==> config.mk <==
export PLATFORM = sky130hd
export DESIGN_NAME = base32_symbol_to_byte_decoder
export DESIGN_NICKNAME = d
export VERILOG_FILES = /design/src/sv/b32dec_pkg.sv /design/src/sv/base32_symbol_to_byte_decoder.sv /design/src/sv/b32dec_front.sv /design/src/sv/b32dec_queue.sv /design/src/sv/b32dec_back.sv
export SDC_FILE = /design/constraint.sdc
export NUM_CORES = 1
export LEC_CHECK = 0
export BUFFER_PORTS_ARGS = -buffer_cell sky130_fd_sc_hd__buf_2
export CORE_MARGIN = 4
export CORE_UTILIZATION = 60
export DETAILED_ROUTE_END_ITERATION = 10
export GPL_ROUTABILITY_DRIVEN = 0
export PLACE_DENSITY = 0.91
export SLEW_MARGIN = 20
export SYNTH_ARGS = -nofsm -noshare
export SYNTH_HDL_FRONTEND = slang
export SYNTH_SLANG_ARGS = --single-unit
==> constraint.sdc <==
create_clock -name aclk -period 7.37 [get_ports aclk]
set_clock_uncertainty 0.05 [all_clocks]
set_input_delay 1.474 -clock aclk [delete_from_list [all_inputs] [get_ports aclk]]
set_output_delay 1.474 -clock aclk [all_outputs]
set_load 0.02 [all_outputs]
==> src/sv/b32dec_pkg.sv <==
`timescale 1ns / 1ps

package b32dec_pkg;

    localparam int unsigned CharW     = 8;
    localparam int unsigned SymW      = 5;
    localparam int unsigned ByteW     = 8;
    localparam int unsigned CountW    = 3;
    localparam int unsigned PendW     = 7;
    localparam int unsigned QueueDepth = 4;

    typedef enum logic [1:0] {
        ST_OK        = 2'd0,
        ST_MIXED     = 2'd1,
        ST_INVALID   = 2'd2,
        ST_NONZERO_PAD = 2'd3
    } status_t;

    typedef struct packed {
        logic            sym_valid;
        logic [SymW-1:0] sym;
        logic            upper;
        logic            lower;
        logic            last;
    } class_t;

    typedef struct packed {
        logic            valid;
        logic [SymW-1:0] sym;
    } sym_t;

    function automatic sym_t sym_lookup(input logic [CharW-1:0] ch);
        logic [CharW-1:0] lc;
        sym_t             r;
        lc = ch;
        if (ch >= 8'h41 && ch <= 8'h5a) begin
            lc = ch | 8'h20;
        end
        r.valid = 1'b1;
        unique case (lc)
            8'h71:   r.sym = 5'd0;
            8'h70:   r.sym = 5'd1;
            8'h7a:   r.sym = 5'd2;
            8'h72:   r.sym = 5'd3;
            8'h79:   r.sym = 5'd4;
            8'h39:   r.sym = 5'd5;
            8'h78:   r.sym = 5'd6;
            8'h38:   r.sym = 5'd7;
            8'h67:   r.sym = 5'd8;
            8'h66:   r.sym = 5'd9;
            8'h32:   r.sym = 5'd10;
            8'h74:   r.sym = 5'd11;
            8'h76:   r.sym = 5'd12;
            8'h64:   r.sym = 5'd13;
            8'h77:   r.sym = 5'd14;
            8'h30:   r.sym = 5'd15;
            8'h73:   r.sym = 5'd16;
            8'h33:   r.sym = 5'd17;
            8'h6a:   r.sym = 5'd18;
            8'h6e:   r.sym = 5'd19;
            8'h35:   r.sym = 5'd20;
            8'h34:   r.sym = 5'd21;
            8'h6b:   r.sym = 5'd22;
            8'h68:   r.sym = 5'd23;
            8'h63:   r.sym = 5'd24;
            8'h65:   r.sym = 5'd25;
            8'h36:   r.sym = 5'd26;
            8'h6d:   r.sym = 5'd27;
            8'h75:   r.sym = 5'd28;
            8'h61:   r.sym = 5'd29;
            8'h37:   r.sym = 5'd30;
            8'h6c:   r.sym = 5'd31;
            default: begin
                r.valid = 1'b0;
                r.sym   = '0;
            end
        endcase
        return r;
    endfunction

endpackage

==> src/sv/base32_symbol_to_byte_decoder.sv <==
`timescale 1ns / 1ps
// A character is queued, then decoded from the queue head into the registered output.
// Throughput: one character per cycle while the output is not stalled; a final
// character that completes a byte yields a byte and then the status word.
// The input queue absorbs short output stalls before the input is held off.
// Reset is synchronous and active low; it empties the queue and clears the accumulator, flags and valids.

module base32_symbol_to_byte_decoder #(
    parameter int unsigned QueueDepth = b32dec_pkg::QueueDepth
) (
    input  logic        aclk,
    input  logic        aresetn,
    input  logic        s_axis_tvalid,
    output logic        s_axis_tready,
    input  logic [7:0]  s_axis_tdata,   // character[7:0]
    input  logic        s_axis_tlast,
    output logic        m_axis_tvalid,
    input  logic        m_axis_tready,
    output logic [15:0] m_axis_tdata,   // data_byte[7:0], status[9:8], zero above
    output logic        m_axis_tuser,   // is_status
    output logic        m_axis_tlast
);

    logic               q_full;
    logic               q_push;
    logic               q_pop;
    logic               q_head_valid;
    b32dec_pkg::class_t q_push_entry;
    b32dec_pkg::class_t q_head_entry;

    b32dec_front u_front (
        .s_axis_tvalid (s_axis_tvalid),
        .s_axis_tready (s_axis_tready),
        .s_axis_tdata  (s_axis_tdata),
        .s_axis_tlast  (s_axis_tlast),
        .q_full        (q_full),
        .q_push        (q_push),
        .q_entry       (q_push_entry)
    );

    b32dec_queue #(
        .Depth (QueueDepth)
    ) u_queue (
        .aclk       (aclk),
        .aresetn    (aresetn),
        .push       (q_push),
        .push_entry (q_push_entry),
        .full       (q_full),
        .pop        (q_pop),
        .head_valid (q_head_valid),
        .head_entry (q_head_entry)
    );

    b32dec_back u_back (
        .aclk          (aclk),
        .aresetn       (aresetn),
        .head_valid    (q_head_valid),
        .head_entry    (q_head_entry),
        .pop           (q_pop),
        .m_axis_tvalid (m_axis_tvalid),
        .m_axis_tready (m_axis_tready),
        .m_axis_tdata  (m_axis_tdata),
        .m_axis_tuser  (m_axis_tuser),
        .m_axis_tlast  (m_axis_tlast)
    );

endmodule

==> src/sv/b32dec_front.sv <==
`timescale 1ns / 1ps

module b32dec_front (
    input  logic                         s_axis_tvalid,
    output logic                         s_axis_tready,
    input  logic [b32dec_pkg::CharW-1:0] s_axis_tdata,
    input  logic                         s_axis_tlast,
    input  logic                         q_full,
    output logic                         q_push,
    output b32dec_pkg::class_t           q_entry
);

    b32dec_pkg::sym_t lookup;

    always_comb begin
        lookup             = b32dec_pkg::sym_lookup(s_axis_tdata);
        q_entry.sym_valid  = lookup.valid;
        q_entry.sym        = lookup.sym;
        q_entry.upper      = (s_axis_tdata >= 8'h41) && (s_axis_tdata <= 8'h5a);
        q_entry.lower      = (s_axis_tdata >= 8'h61) && (s_axis_tdata <= 8'h7a);
        q_entry.last       = s_axis_tlast;
    end

    assign s_axis_tready = !q_full;
    assign q_push        = s_axis_tvalid && !q_full;

endmodule

==> src/sv/b32dec_queue.sv <==
`timescale 1ns / 1ps

module b32dec_queue #(
    parameter int unsigned Depth = b32dec_pkg::QueueDepth
) (
    input  logic               aclk,
    input  logic               aresetn,
    input  logic               push,
    input  b32dec_pkg::class_t push_entry,
    output logic               full,
    input  logic               pop,
    output logic               head_valid,
    output b32dec_pkg::class_t head_entry
);

    localparam int unsigned PtrW = (Depth > 1) ? $clog2(Depth) : 1;
    localparam int unsigned CntW = $clog2(Depth + 1);

    b32dec_pkg::class_t slots_reg [Depth];

    logic [PtrW-1:0] wr_ptr_reg, wr_ptr_next;
    logic [PtrW-1:0] rd_ptr_reg, rd_ptr_next;
    logic [CntW-1:0] count_reg, count_next;

    logic do_push, do_pop;

    assign full       = (count_reg == CntW'(Depth));
    assign head_valid = (count_reg != '0);
    assign head_entry = slots_reg[rd_ptr_reg];
    assign do_push    = push && !full;
    assign do_pop     = pop && head_valid;

    always_comb begin
        wr_ptr_next = wr_ptr_reg;
        rd_ptr_next = rd_ptr_reg;
        count_next  = count_reg;
        if (do_push) begin
            wr_ptr_next = (wr_ptr_reg == PtrW'(Depth - 1)) ? '0 : wr_ptr_reg + 1'b1;
        end
        if (do_pop) begin
            rd_ptr_next = (rd_ptr_reg == PtrW'(Depth - 1)) ? '0 : rd_ptr_reg + 1'b1;
        end
        if (do_push && !do_pop) begin
            count_next = count_reg + 1'b1;
        end else if (do_pop && !do_push) begin
            count_next = count_reg - 1'b1;
        end
    end

    always_ff @(posedge aclk) begin
        if (!aresetn) begin
            wr_ptr_reg <= '0;
            rd_ptr_reg <= '0;
            count_reg  <= '0;
        end else begin
            wr_ptr_reg <= wr_ptr_next;
            rd_ptr_reg <= rd_ptr_next;
            count_reg  <= count_next;
        end
    end

    always_ff @(posedge aclk) begin
        if (do_push) begin
            slots_reg[wr_ptr_reg] <= push_entry;
        end
    end

endmodule

==> src/sv/b32dec_back.sv <==
`timescale 1ns / 1ps

module b32dec_back (
    input  logic                          aclk,
    input  logic                          aresetn,
    input  logic                          head_valid,
    input  b32dec_pkg::class_t            head_entry,
    output logic                          pop,
    output logic                          m_axis_tvalid,
    input  logic                          m_axis_tready,
    output logic [15:0]                   m_axis_tdata,
    output logic                          m_axis_tuser,
    output logic                          m_axis_tlast
);

    localparam int unsigned SymW   = b32dec_pkg::SymW;
    localparam int unsigned ByteW  = b32dec_pkg::ByteW;
    localparam int unsigned CountW = b32dec_pkg::CountW;
    localparam int unsigned PendW  = b32dec_pkg::PendW;
    localparam int unsigned WideW  = PendW + SymW;

    logic [PendW-1:0]  acc_reg, acc_next;
    logic [CountW-1:0] cnt_reg, cnt_next;
    logic              upper_reg, upper_next;
    logic              lower_reg, lower_next;
    logic              invalid_reg, invalid_next;

    logic              out_valid_reg, out_valid_next;
    logic [ByteW-1:0]  out_byte_reg, out_byte_next;
    logic              out_is_status_reg, out_is_status_next;
    b32dec_pkg::status_t out_status_reg, out_status_next;
    logic              out_last_reg, out_last_next;
    logic              pend_valid_reg, pend_valid_next;
    b32dec_pkg::status_t pend_status_reg, pend_status_next;

    logic              out_free;
    logic [WideW-1:0]  wide;
    logic [CountW:0]   cnt_sum;
    logic [CountW:0]   cnt_left;
    logic              byte_ready;
    logic [ByteW-1:0]  new_byte;
    logic [CountW-1:0] upd_cnt;
    logic [PendW-1:0]  upd_acc;
    logic [WideW-1:0]  shifted;
    logic              upd_upper, upd_lower, upd_invalid;
    b32dec_pkg::status_t end_status;

    assign out_free = !out_valid_reg || m_axis_tready;
    assign pop      = head_valid && out_free && !pend_valid_reg;

    always_comb begin
        wide       = {acc_reg, head_entry.sym};
        cnt_sum    = {1'b0, cnt_reg} + (CountW + 1)'(SymW);
        byte_ready = head_entry.sym_valid && (cnt_sum >= (CountW + 1)'(ByteW));
        cnt_left   = byte_ready ? cnt_sum - (CountW + 1)'(ByteW) : cnt_sum;
        shifted    = wide >> cnt_left;
        new_byte   = shifted[ByteW-1:0];
        upd_cnt    = head_entry.sym_valid ? cnt_left[CountW-1:0] : cnt_reg;
        upd_acc    = head_entry.sym_valid
                     ? wide[PendW-1:0] & ((PendW'(1) << upd_cnt) - PendW'(1))
                     : acc_reg;
        upd_upper   = upper_reg || head_entry.upper;
        upd_lower   = lower_reg || head_entry.lower;
        upd_invalid = invalid_reg || !head_entry.sym_valid;

        if (upd_upper && upd_lower) begin
            end_status = b32dec_pkg::ST_MIXED;
        end else if (upd_invalid) begin
            end_status = b32dec_pkg::ST_INVALID;
        end else if (upd_cnt != '0 && upd_acc != '0) begin
            end_status = b32dec_pkg::ST_NONZERO_PAD;
        end else begin
            end_status = b32dec_pkg::ST_OK;
        end
    end

    always_comb begin
        acc_next     = acc_reg;
        cnt_next     = cnt_reg;
        upper_next   = upper_reg;
        lower_next   = lower_reg;
        invalid_next = invalid_reg;
        if (pop) begin
            if (head_entry.last) begin
                acc_next     = '0;
                cnt_next     = '0;
                upper_next   = 1'b0;
                lower_next   = 1'b0;
                invalid_next = 1'b0;
            end else begin
                acc_next     = upd_acc;
                cnt_next     = upd_cnt;
                upper_next   = upd_upper;
                lower_next   = upd_lower;
                invalid_next = upd_invalid;
            end
        end
    end

    always_comb begin
        out_valid_next     = out_valid_reg;
        out_byte_next      = out_byte_reg;
        out_is_status_next = out_is_status_reg;
        out_status_next    = out_status_reg;
        out_last_next      = out_last_reg;
        pend_valid_next    = pend_valid_reg;
        pend_status_next   = pend_status_reg;
        if (out_free) begin
            out_valid_next = 1'b0;
            if (pend_valid_reg) begin
                out_valid_next     = 1'b1;
                out_byte_next      = '0;
                out_is_status_next = 1'b1;
                out_status_next    = pend_status_reg;
                out_last_next      = 1'b1;
                pend_valid_next    = 1'b0;
            end else if (pop) begin
                if (byte_ready) begin
                    out_valid_next     = 1'b1;
                    out_byte_next      = new_byte;
                    out_is_status_next = 1'b0;
                    out_status_next    = b32dec_pkg::ST_OK;
                    out_last_next      = 1'b0;
                    pend_valid_next    = head_entry.last;
                    pend_status_next   = end_status;
                end else if (head_entry.last) begin
                    out_valid_next     = 1'b1;
                    out_byte_next      = '0;
                    out_is_status_next = 1'b1;
                    out_status_next    = end_status;
                    out_last_next      = 1'b1;
                end
            end
        end
    end

    always_ff @(posedge aclk) begin
        if (!aresetn) begin
            acc_reg        <= '0;
            cnt_reg        <= '0;
            upper_reg      <= 1'b0;
            lower_reg      <= 1'b0;
            invalid_reg    <= 1'b0;
            out_valid_reg  <= 1'b0;
            pend_valid_reg <= 1'b0;
        end else begin
            acc_reg        <= acc_next;
            cnt_reg        <= cnt_next;
            upper_reg      <= upper_next;
            lower_reg      <= lower_next;
            invalid_reg    <= invalid_next;
            out_valid_reg  <= out_valid_next;
            pend_valid_reg <= pend_valid_next;
        end
    end

    always_ff @(posedge aclk) begin
        out_byte_reg      <= out_byte_next;
        out_is_status_reg <= out_is_status_next;
        out_status_reg    <= out_status_next;
        out_last_reg      <= out_last_next;
        pend_status_reg   <= pend_status_next;
    end

    assign m_axis_tvalid = out_valid_reg;
    assign m_axis_tdata  = {6'b0, out_status_reg, out_byte_reg};
    assign m_axis_tuser  = out_is_status_reg;
    assign m_axis_tlast  = out_last_reg;

endmodule

Word level (Yosys, flattened, before mapping)
Memories as Yosys holds them, arrays and structs flattened. A register that Yosys moved wholly into a read port is not among the register bits.
Cells that the tools add are included.

operators by class
  add/subtract/negate cells = 7
  magnitude comparators = 5
  equal/unequal tests = 35
  shift operators = 2
  multiplexer cells = 39
  bitwise operators = 2
  reductions and logical operators = 31

operator list
  cell                                                                    count
  8-bit by 7-bit == test with 1-bit output (second input constant)        23
  5-bit case mux with 31 select lines                                     1
  8-bit by 6-bit == test with 1-bit output (second input constant)        9
  32-bit OR reduction                                                     1
  8-bit 2-to-1 mux                                                        3
  2-bit 2-to-1 mux                                                        11
  8-bit by 7-bit >= comparator with 1-bit output (second input constant)  2
  8-bit by 7-bit <= comparator with 1-bit output (second input constant)  2
  1-bit 2-to-1 mux                                                        16
  7-bit 2-to-1 mux                                                        2
  1-bit logical AND                                                       12
  3-bit 2-to-1 mux                                                        4
  12-bit by 4-bit right shift with 8-bit output                           1
  3-bit nonzero test                                                      3
  7-bit bitwise AND                                                       1
  7-bit nonzero test                                                      1
  1-bit by 3-bit left shift with 7-bit output (first input constant)      1
  7-bit by 1-bit subtractor with 7-bit output (second input constant)     1
  1-bit logical NOT                                                       6
  6-bit 2-to-1 mux                                                        1
  2-bit by 1-bit adder with 2-bit output (second input constant)          2
  3-bit by 3-bit adder with 4-bit output (second input constant)          1
  2-bit == test (second input constant)                                   2
  4-bit >= comparator (second input constant)                             1
  other kinds (10)                                                        14

word-level totals
  register bits after elaboration = 35
  bits in writable memories = 36
  input bits = 13
  output and inout bits = 20
  word-level logic and storage cells = 136
  memories kept = 1

memory list
  name               depth  width  rd ports  clocked after Yosys merged registers in  wr ports  RTL line            source
  u_queue.slots_reg  4      9      1         1                                        1         b32dec_queue.sv:19  b32dec_pkg::class_t slots_reg [Depth];

Depth between registers and ports, before layout
  depth in word-level cells = 18
  gate-level depth with buffers = 13
  mapped depth without buffers = 11

Cells and area by module
From an unflattened synthesis, not the netlist that was laid out.

unflattened totals
  cell total of the unflattened synthesis = 398
  area total of the unflattened synthesis = 4267.8 µm²

by module, submodules not included
  module        times used  cells each  area an instance (µm²)  sequential area each (µm²)
  b32dec_back   1           214         1941.9                  690.7
  b32dec_queue  1           98          1775.5                  1261.2
  b32dec_front  1           86          550.5                   0.0

Least setup slack after synthesis
Ideal clock, no wire load.

  kind = in2reg
  from = in m_axis_tready
  to = reg u_queue.count_reg[2]
  arrival time = 3222 ps
  slack = 4023 ps
  stages = 9
  buffers on the path = 0
  cells stage by stage = nor2b_1 -> nor3_2 -> inv_2 -> ha_1 -> inv_1 -> fa_1 -> xor2_1 -> or3_1 -> a21boi_0

on the way
  word-level cells in the longest chain between the ends = 7
  elaborated cells between the ends (all ways) = 9
  those cells by class = mux: 1; reduce/logical: 8

ends and longest elaborated chain
  item                                                           RTL line                             source
  from (decl)                                                    base32_symbol_to_byte_decoder.sv:18  input logic m_axis_tready,
  1-bit logical OR (*)                                           b32dec_back.sv:48                    assign out_free = !out_valid_reg || m_axis_tready;
  1-bit logical AND (*) (2 in a row)                             b32dec_back.sv:49                    assign pop = head_valid && out_free && !pend_valid_reg;
  1-bit logical AND (*)                                          b32dec_queue.sv:31                   assign do_pop = pop && head_valid;
  1-bit logical NOT                                              b32dec_queue.sv:43                   if (do_push && !do_pop) begin
  1-bit logical AND                                              b32dec_queue.sv:43
  3-bit 2-to-1 mux / 2-bit nonzero test (equally long branches)  -
  to (signal assigned)                                           b32dec_queue.sv:58                   count_reg <= count_next;
  to (decl)                                                      b32dec_queue.sv:23                   logic [CntW-1:0] count_reg, count_next;

Mark *: on every way between the ends. The rest lies on a longest branch, timed or not.
A chain may end at the register's enable or synchronous reset.

Worst setup path after layout
  from = reg u_back.cnt_reg[0]
  to = reg u_back.out_status_reg[0], data pin

on the way
  word-level cells in the longest chain between the ends = 18
  elaborated cells between the ends (all ways) = 20
  those cells by class = add/sub: 3; order compare: 1; shift: 1; mux: 10; bitwise: 1; reduce/logical: 4

ends and longest elaborated chain
  item                                         RTL line            source
  from (decl)                                  b32dec_back.sv:23   logic [CountW-1:0] cnt_reg, cnt_next;
  from (signal assigned)                       b32dec_back.sv:148  cnt_reg <= cnt_next;
  3-bit by 3-bit adder with 4-bit output       b32dec_back.sv:53   cnt_sum = {1'b0, cnt_reg} + (CountW + 1)'(SymW);
  4-bit >= comparator                          b32dec_back.sv:54   byte_ready = head_entry.sym_valid && (cnt_sum >= (CountW + 1)'(ByteW));
  1-bit logical AND                            b32dec_back.sv:54
  4-bit 2-to-1 mux                             b32dec_back.sv:55   cnt_left = byte_ready ? cnt_sum - (CountW + 1)'(ByteW) : cnt_sum;
  3-bit 2-to-1 mux                             b32dec_back.sv:58   upd_cnt = head_entry.sym_valid ? cnt_left[CountW-1:0] : cnt_reg;
  1-bit by 3-bit left shift with 7-bit output  b32dec_back.sv:60   ? wide[PendW-1:0] & ((PendW'(1) << upd_cnt) - PendW'(1))
  7-bit by 1-bit subtractor with 7-bit output  b32dec_back.sv:60
  7-bit bitwise AND                            b32dec_back.sv:60
  [... 2 more ...]                             -
  1-bit logical AND                            b32dec_back.sv:70   end else if (upd_cnt != '0 && upd_acc != '0) begin
  2-bit 2-to-1 mux                             b32dec_back.sv:70
  2-bit 2-to-1 mux                             b32dec_back.sv:68   end else if (upd_invalid) begin
  2-bit 2-to-1 mux                             b32dec_back.sv:66   if (upd_upper && upd_lower) begin
  2-bit 2-to-1 mux                             b32dec_back.sv:126  end else if (head_entry.last) begin
  2-bit 2-to-1 mux (*)                         b32dec_back.sv:118  if (byte_ready) begin
  2-bit 2-to-1 mux (*)                         b32dec_back.sv:117  end else if (pop) begin
  2-bit 2-to-1 mux (*)                         b32dec_back.sv:110  if (pend_valid_reg) begin
  to (signal assigned)                         b32dec_back.sv:160  out_status_reg <= out_status_next;
  to (decl)                                    b32dec_back.sv:31   b32dec_pkg::status_t out_status_reg, out_status_next;

Mark *: on every way between the ends. The rest lies on a longest branch, timed or not. The select of a mux whose other input is x is not followed.

==> key figures <==
Status
  • Status: complete, no violations

Floorplanning
  • Die area: between 8000 and 9000 um2
  • Core Area: around 6800 um2
  • Io pins: 33
  • Initial core utilization: 62.1%
  • Die H: 92.1 um
  • FP Rows: 30
  • Die width: 92.1 um

Yosys
  • Adder-cell area share of the yosys netlist: between 2 and 3%
  • Gate Count Post-Synth: around 420
  • Seq cells post-synth: 73
  • Largest family of logic cells by synthesized area: simple AND/OR/NAND/NOR gates
  • Post-Synth Simple-Gate Area: 18.1%
  • Synth warn: 0
  • Top_reg_cell synth: edfxtp_1
  • Multiplexer share of the synthesized area: a little under a tenth
  • Yosys top cell area share: 34.7%
  • Ys async rst share: 0%
  • Post-synth EDFFs: 49
  • XOR/XNOR share of the synthesized area: 0.826%
  • Synth unique cells: 70
  • Area contributors post-synth: edfxtp_1 35%, dfxtp_1 11%, mux4_2 5.8%
  • Netlist Area Pre-Place: 4240 um2
  • Mean Syn Cell Area: between 10 and 15 um2
  • Post-synthesis compound-gate area fraction: 17.1%
  • Cell taking the most area after synthesis: edfxtp_1
  • Post-synthesis sequential area ratio: between 40% and 50%

Setup path
  • Reg2reg setup slack: around 3.4 ns
  • R2r endpoint: u_back.out_status_reg[0]
  • Crit Path Class: reg -> reg
  • CP Data Arrival Time: about 4 ns
  • Critical path capture point type: register
  • Critical-path maximum fanout: 26
  • Reg2Reg Depth: 11
  • Crit path launch: u_back.cnt_reg[0]
  • Worst EP required: around 7.4 ns
  • Worst Setup EP: u_back.out_status_reg[0]
  • Reg-to-reg startpoint: u_back.cnt_reg[0]
  • Critical Path Start Type: register

Clock network
  • Clk_lat worst skew: 0.35 ns
  • Cts bufs inserted: 9
  • CTS tree: built
  • Hold Buf Count CTS: 0
  • Clk slew on worst S/H paths: ~0.08 ns
  • Clock sinks: 73
  • Clk buf depth: 2
  • Setup bufs post-CTS: 0
  • # resized after CTS: 0
  • Root Driver: clkbuf_8
  • H-tree levels: 3

Pwr
  • Share of total power in sequential cells: about two fifths
  • Max rail drop VDD: approximately 0.2 mV
  • Switching portion of total power: 40.1%
  • P_int: ~0.00095 W
  • Psw: ~0.00063 W
  • Combinational Power Share: about 42%
  • Pleak: roughly 1.6 nW
  • Clk pwr share: around a fifth
  • Total power: roughly 0.0016 W
  • Pwr dens: 350 nW/um2

Timing
  • Setup TNS: 0 ns
  • Max-slew headroom: around 34%
  • Max-slew violations: 0
  • Unrepaired setup endpoints after global routing: false
  • Final Hold Vio Count: 0
  • Fin crit share: between 50 and 60%
  • Worst setup margin: roughly 3.4 ns
  • Fmax: between 0.2 and 0.25 GHz
  • # setup viols final: 0
  • Post-route minimum period: 4.02 ns
  • Worst-Margin Slew: 0.987 ns

Detailed routing
  • Post-route DRC: 0
  • 1st-pass router iterations: 5
  • ANT nets after route: 0
  • DR vias: approximately 3400
  • DRT Wirelength: approximately 8900 um
  • Vias/cell: 6.38
  • WL per Instance: between 15 and 20 um
  • Initial drt markers: between 200 and 300

Finish
  • Most frequent cells in the layout: 49 x edfxtp_1, 47 x nand2_1, 28 x nor2_1
  • P&R area growth vs syn: 6.37%
  • Max FFs per register: 36
  • Ant diodes: 0
  • Layout cells sized above 1: between 15 and 20%
  • Nets@finish: ~450
  • Filler cell count in the final layout: between 500 and 600
  • Commonest non-fill, non-tap cell in the layout: edfxtp_1
  • Post-layout util: around two thirds

Global route
  • M2 GR Usage: a little over a third
  • Total gr overflow: 0
  • First-pass GRT wire length: roughly 14000 um
  • Met1 Use GR: between 20% and 30%
  • Overall Global Routing Usage: between 20% and 30%
  • Global route hottest layer: met2
  • Largest net degree at the start of global routing: 27
  • Antenna violations before repair: 0
  • Vias in the first global route: between 3000 and 4000
  • M3 GR Usage: around 4.3%

Placed design
  • Dpl ws: 3.54 ns
  • Detailed placement HPWL: roughly 6000 um
  • IO buf count: 26

Min path
  • HP Class: reg -> reg
  • HP Start: u_back.lower_reg

Flow run
  • Total of max-cap violations: 0
[worst min-delay path by stage]
| stage | end | slack (ns) | cells after the start |
|---|---|---|---|
| floorplan | u_back.lower_reg | 0.39 | 2 |
| global placement | u_back.lower_reg | 0.40 | 2 |
| CTS | u_back.lower_reg | 0.44 | 2 |
| detailed placement | u_back.lower_reg | 0.42 | 2 |
| global route | u_back.lower_reg | 0.48 | 2 |
| finish | u_back.lower_reg | 0.44 | 2 |
[cell usage after synthesis (all sizes together) (6+ instances only)]
library cell	number
edfxtp	49
nand2	47
nor2	28
a21oi	25
buf	24
dfxtp	24
o21ai	22
nor3	17
nor2b	13
mux2i	12
clkbuf	11
inv	11
mux4	11
ha	8
a21boi	7
a31oi	6
and2	6
nand2b	6
nand3	6
o211ai	6
[cells by family after synthesis]
family          Yosys count
simple gates            152
compound gates          106
flops                    73
buf+inv                  46
mux                      26
fa+ha+maj                 9
xor+xnor                  4
other cells               1
[cell type report]
cell class,instances,area (um2),area share (%)
clock inverters,5,35.0,0.776
flip-flops and latches,73,1950,43.3
well taps,96,120,2.66
clock buffers,11,156,3.47
repair buffers,27,138,3.05
inverters,11,41.3,0.915
multi-input cells,303,2070,45.9
[power by group through the flow]
stage	clock [W]	sequential, W	combinational, W
2_1_floorplan	0	0.000606	0.000533
3_3_place_gp	0	0.000617	0.000621
3_5_place_dp	0	0.000621	0.000645
4_1_cts	0.000301	0.000612	0.000657
5_1_grt	0.000324	0.000625	0.000725
6_report	0.000299	0.000613	0.000668
[routing by layer]
metal / share of wire, % / vias up
li1: - / 1566
met1: 41 / 1575
met2: 49 / 182
met3: 7.5 / 31
met4: 2.9 / 0
met5: 0 / -
[per-stage QoR]
step	std cells	hold slack [ns]	area [um2]
4_1_cts	526	0.438	4510
5_1_grt	526	0.481	4510
6_report	526	0.438	4510
2_1_floorplan	422	0.387	4260
3_5_place_dp	510	0.418	4320
3_3_place_gp	510	0.400	4320
[critical path, stage by stage (launching register included)]
cell	delay [ns]
dfxtp_1	0.98
ha_1	0.82
nand2b_1	0.25
nor2_1	0.08
a21oi_1	0.20
ha_1	0.29
nand4b_1	0.16
nor2_1	0.06
a311oi_1	0.36
a31oi_1	0.16
nor2_1	0.22
o31ai_1	0.12
No activity file was read; power rests on OpenSTA's default activity.
